--- src/sv/lcs_pkg.sv ---
// shared constants and the token type passed along the lcs cell chain
package lcs_pkg;

  localparam int MAX_PATTERN = 64;
  localparam int IDX_W       = $clog2(MAX_PATTERN);
  localparam int LEN_W       = $clog2(MAX_PATTERN + 1);
  localparam int SCORE_W     = 7;
  localparam int SYM_W       = 8;

  localparam logic MODE_PATTERN = 1'b0;
  localparam logic MODE_QUERY   = 1'b1;

  typedef struct packed {
    logic               valid;
    logic               last;
    logic [SYM_W-1:0]   sym;
    logic [SCORE_W-1:0] left;
    logic [SCORE_W-1:0] diag;
  } lcs_token_t;

endpackage

--- src/sv/lcs_cell.sv ---
// one pattern position of the lcs row: stored byte, score and token stage
module lcs_cell
  import lcs_pkg::*;
(
  input  logic             clk,
  input  logic             rst,
  input  logic             en,
  input  logic [IDX_W-1:0] id,
  input  logic [LEN_W-1:0] len,
  input  logic             pat_we,
  input  logic [IDX_W-1:0] pat_idx,
  input  logic [SYM_W-1:0] pat_sym,
  input  logic             clr,
  input  lcs_token_t       tok_in,
  output lcs_token_t       tok_out
);

  logic [SYM_W-1:0]   pat;
  logic [SCORE_W-1:0] score;
  logic [SCORE_W-1:0] v;
  logic               active;

  always_comb begin
    active = ({1'b0, id} < len);
    if (pat == tok_in.sym) begin
      v = tok_in.diag + SCORE_W'(1);
    end else begin
      v = (score > tok_in.left) ? score : tok_in.left;
    end
  end

  always_ff @(posedge clk) begin
    if (pat_we && (pat_idx == id)) begin
      pat <= pat_sym;
    end
  end

  always_ff @(posedge clk) begin
    if (rst) begin
      score   <= '0;
      tok_out <= '0;
    end else begin
      if (clr) begin
        score <= '0;
      end else if (en && tok_in.valid && tok_in.last) begin
        score <= '0;
      end else if (en && tok_in.valid && active) begin
        score <= v;
      end
      if (en) begin
        tok_out.valid <= tok_in.valid;
        tok_out.last  <= tok_in.last;
        tok_out.sym   <= tok_in.sym;
        tok_out.left  <= active ? v : tok_in.left;
        tok_out.diag  <= score;
      end
    end
  end

endmodule

--- config.mk ---
export PLATFORM = sky130hd
export DESIGN_NAME = lcs_cell
export DESIGN_NICKNAME = d
export VERILOG_FILES = /design/src/sv/lcs_pkg.sv /design/src/sv/lcs_cell.sv
export SDC_FILE = /design/constraint.sdc
export NUM_CORES = 1
export LEC_CHECK = 0
export ABC_AREA = 1
export BUFFER_PORTS_ARGS = -buffer_cell sky130_fd_sc_hd__buf_2
export CAP_MARGIN = 10
export CORE_UTILIZATION = 40
export CTS_CLUSTER_DIAMETER = 120
export DETAILED_ROUTE_END_ITERATION = 16
export GPL_TIMING_DRIVEN = 0
export PLACE_DENSITY = 0.69
export SLEW_MARGIN = 25
export SYNTH_ARGS = -nofsm -noshare
export SYNTH_HDL_FRONTEND = slang
export SYNTH_SLANG_ARGS = --single-unit
--- constraint.sdc ---
create_clock -name clk -period 2.7 [get_ports clk]
set_clock_uncertainty 0.2 [all_clocks]
set_input_delay 0.405 -clock clk [delete_from_list [all_inputs] [get_ports clk]]
set_output_delay 0.405 -clock clk [all_outputs]
set_load 0.02 [all_outputs]
## After elaboration in Yosys (flattened, before gate mapping)

Index checks and enable logic that the tools add are counted.

- Logic and storage cells: 20
- Flip-flop bits (word level): 39
- Output and inout bits: 24
- Input port bits: 56

- Multiplexer cells: 3
- Equal/unequal tests: 2
- Add/subtract/negate cells: 1
- Reductions and logical operators: 5
- $lt $le $gt $ge: 2

Operators by type and width:

| operator | count |
|---|---|
| two-way mux 7 bit | 3 |
| equality test 8 bit | 1 |
| adder 7 x 1 -> 7 bit (second input constant) | 1 |
| greater-than comparator 7 bit | 1 |
| less-than comparator 6 x 7 -> 1 bit | 1 |
| equality test 6 bit | 1 |
| logical AND 1 bit | 4 |
| OR reduction 3 bit | 1 |

## Depth between registers and ports, before layout

- Word-level depth: 4
- Gate-level depth with buffers: 13

## Worst setup path after synthesis

No wires, ideal clock.

- Path kind: input-to-reg
- From: input port id[1]
- To: register pat[0] (enable)
- Library setup time: 0.419 ns
- Data required time: 2.081 ns
- Arrival: 2.046 ns
- Path slack: 0.035 ns
- Stages on the path: 6
- Path through: inv_1 -> nand2_1 -> nand2_1 -> nor2_1 -> nand4_1 -> a2111oi_0

- Longest elaborated chain between the ends: 2

Ends and longest elaborated chain:

| element | RTL line | RTL |
|---|---|---|
| start: declaration | lcs_cell.sv:8 | `input logic [IDX_W-1:0] id,` |
| equality test 6 bit | lcs_cell.sv:33 | `if (pat_we && (pat_idx == id)) begin` |
| logical AND 1 bit | lcs_cell.sv:33 |  |
| end signal: assignment | lcs_cell.sv:34 | `pat <= pat_sym;` |
| end: declaration | lcs_cell.sv:18 | `logic [SYM_W-1:0] pat;` |

Every way passes these cells.
A chain may end at the register's enable or synchronous reset.

## Worst setup path after layout

- From: register score[6]
- To: register tok_out[7] (netlist name)

- Longest elaborated chain between the ends: 4

Ends and longest elaborated chain:

| element | RTL line | RTL |
|---|---|---|
| start: declaration | lcs_cell.sv:19 | `logic [SCORE_W-1:0] score;` |
| start signal: assignment | lcs_cell.sv:48 | `score <= v;` |
| greater-than comparator 7 bit | lcs_cell.sv:28 | `v = (score > tok_in.left) ? score : tok_in.left;` |
| two-way mux 7 bit | lcs_cell.sv:28 |  |
| two-way mux 7 bit | lcs_cell.sv:25 | `if (pat == tok_in.sym) begin` |
| two-way mux 7 bit | lcs_cell.sv:54 | `tok_out.left <= active ? v : tok_in.left;` |
| end: declaration | lcs_cell.sv:15 | `output lcs_token_t tok_out` |

Every way passes these cells.

==> flow_summary.toml <==
[worst_setup_path]
setup.worst_path.end = "tok_out[7]$_SDFFE_PP0P_"
rr_endpoint = "tok_out[7]$_SDFFE_PP0P_"
cp-start-kind = "flop"
required_ns = 2.67
endpoint_kind = "flop"
critPathLaunch = "score[6]$_SDFFE_PP0P_"
r2r-start = "score[6]$_SDFFE_PP0P_"
arrival_ns = 1.94
rr_worst_depth = 11
path_class = "reg2reg"
rrSetupSlack_ns = 0.73
cp_max_fo = 9

[clock_tree]
post_cts_buffers = 0
cts_tree = "yes"
path_clk_slew_ns = 0.08
cts_root_buf = "clkbuf_8"
cts_inserted_buffers = 5
cts_buffer_depth = 2
postCtsHoldBufs = 0
clkLatencyLatePin_ns = 0.29
cts_max_level = 2
clock_sink_count = 39
cts_resized = 0

[synth]
syn-num-nets = 376
ys_async_sr_fraction_pct = 0
synth_xor_xnor_area_share_pct = 2.26
synth_area_um2 = 2330
ys_seq_elements = 39
synthAdderAreaFrac_pct = 6.99
synth_top_area_cell = "dfxtp_1"
synth.distinct_cells = 32
synth_ff_type = "dfxtp_1"
yosys_warnings = 0
synth_area_per_cell_um2 = 7.58
yosysSeqAreaShare_pct = 37.0
synth_compound_area_share_pct = 15.9
synthTopCellsByCount = "nand2_1, inv_1, dfxtp_1"
yosysMostFrequentCell = "nand2_1"
synth_top_family_by_area = "simple AND/OR/NAND/NOR gates"
synthSimpleGateAreaFrac_pct = 27.4
synthMuxAreaShare_pct = 0
syn_inst = 307
synth_top_cell_area_share_pct = 26.7
synth-edff-count = 8
synth.top_cells.by_area = "dfxtp_1, edfxtp_1, nand2_1"

[sta]
setup_viol = 0
fin_ws_ns = 0.732
tightest_slew_ns = 0.501
fin_crit_ns = 1.97
post-route-period-util_pct = 72.9
slew_headroom_pct = 66.5
fmax_mhz = 508
drv_slew = 0
rsz0062_at_grt = "false"
report.final.hold_viol_count = 0

[floorplan]
die_h_um = 78.3
io_pins = 80
die_area_um2 = 6130
core_um2 = 5570
rows = 27
fp.dieW_um = 78.3
initial_core_util_pct = 41.8

[routing]
wl_met2_um = 2550
routedWlPerCell_um = 11.7
drc = 0
final_antenna_net_count = 0
num_vias = 2233
wl_met1_um = 2480
top_layer = "met4"
routed_via_density = 4.79
drt-total-wl_um = 5450
dr.pass1.iters = 4
met3_length_um = 359
drtIter0Drc = 72

[global_routing]
grt_max_degree = 14
grt-ovfl-total = 0
grt_pass1_vias = 2094
grt_usage_pct = 18.6
antenna_found_initial = 0
grt_first_pass_wirelength_um = 9110

[finish]
n_antenna_cell = 0
fin_nets = 462
drive_gt1_share_pct = 30.5
fin_area_um2 = 2910
syn2layout_area_growth_pct = 24.8
fin_util_pct = 52.1

[pwr]
p_leak_uw = 0.00154
seqPwrFrac_pct = 48.5
combinationalPowerShare_pct = 22.2
sw_frac_of_total_pct = 30.4
pwr-share-clk_pct = 29.4
p_int_uw = 919
ir_drop_v = 0.000252
power_density_nw_per_um2 = 454
switching_power_uw = 401

[placed_design]
io_buffers = 78
pre_cts_ws_ns = 0.560
gp_congestion = 0.810
hpwl_um = 4430
placed_area_um2 = 2820

[job]
maxCapViolations = 0

[min_path]
min_path_type = "in2reg"

[run_status]
status = "complete, no violations"
==> through the flow <==
step / total power [uW] / hold slack [ns] / setup TNS (ns) / std cells
3_3_place_gp: 937 / 0.247 / -5.11 / 457
6_report: 1320 / 0.0832 / 0 / 466
3_5_place_dp: 945 / 0.259 / 0 / 458
2_1_floorplan: 837 / 0.263 / 0 / 307
5_1_grt: 1390 / 0.0741 / 0 / 466
4_1_cts: 1330 / 0.0764 / 0 / 466
==> cells in the final DEF, fill, tap and decap left out, types with 3 or more instances in the layout <==
master and n:
buf_2 80, nand2_1 61, inv_1 51, dfxtp_1 31
nand3_1 29, a21oi_1 24, o21ai_0 19, ha_1 13
nor2_1 10, edfxtp_1 8, a21oi_2 7, o211ai_1 7
clkbuf_1 6, xor2_1 5, clkbuf_8 5, inv_2 4
nand2_2 4, nand4_1 3, nor2_4 3, nand3_2 3
==> worst max-delay path: stages, from the launching register on <==
cell	delay, ns
dfxtp_1	0.42
ha_1	0.28
nand2_2	0.12
inv_2	0.04
a21oi_2	0.14
nand2_2	0.15
nand2_4	0.12
nand2_1	0.06
nand3_1	0.10
nand3_1	0.08
nand2_1	0.10
a21oi_2	0.06
==> sequential cells by signal, indices dropped and copies added (netlist names) <==
signal	cells
pat	8
tok_out	24
score	7
==> layout make-up <==
cell class | instances | area (um^2)
flip-flops and latches | 39 | 861
clock inverters | 2 | 12.5
well taps | 72 | 90.1
plain buffers | 7 | 35.0
fillers | 568 | 2670
multi-input cells | 205 | 1230
repair buffers | 79 | 395
clock buffers | 6 | 72.6
inverters | 56 | 210
==> cells by family after synthesis <==
group                      after synthesis
and+or+nand+nor                        124
adders and majority gates               13
buffers and inverters                   63
DFF                                     39
xor gates and xnor gates                 6
AOI/OAI and AO/OA                       62
==> power by group through the flow <==
stage	registers (uW)	clock network, uW	logic (uW)
after floorplan	681	0	157
after global placement	652	0	285
after detailed placement	653	0	292
after CTS	640	397	294
after global routing	643	419	326
final	640	388	293
==> layer usage <==
layer / GRT usage, % / up-vias
met5: 0 / -
met4: 5.74 / 0
met2: 32.0 / 64
li1: - / 1178
met1: 23.4 / 985
met3: 3.60 / 6
==> worst min-delay path by stage <==
stage	from	endpoint	slack (ns)	depth (start not counted)
floorplan	score[0]$_SDFFE_PP0P_	score[0]$_SDFFE_PP0P_	0.26	2
global placement	tok_out[23]$_SDFFE_PP0P_	tok_out[23]$_SDFFE_PP0P_	0.25	2
detailed placement	tok_out[23]$_SDFFE_PP0P_	tok_out[23]$_SDFFE_PP0P_	0.26	2
CTS	pat_sym[3]	pat[3]$_DFFE_PP_	0.08	1
global route	pat_sym[3]	pat[3]$_DFFE_PP_	0.07	1
finish	pat_sym[3]	pat[3]$_DFFE_PP_	0.08	1
No activity file was read; power rests on OpenSTA's default activity.
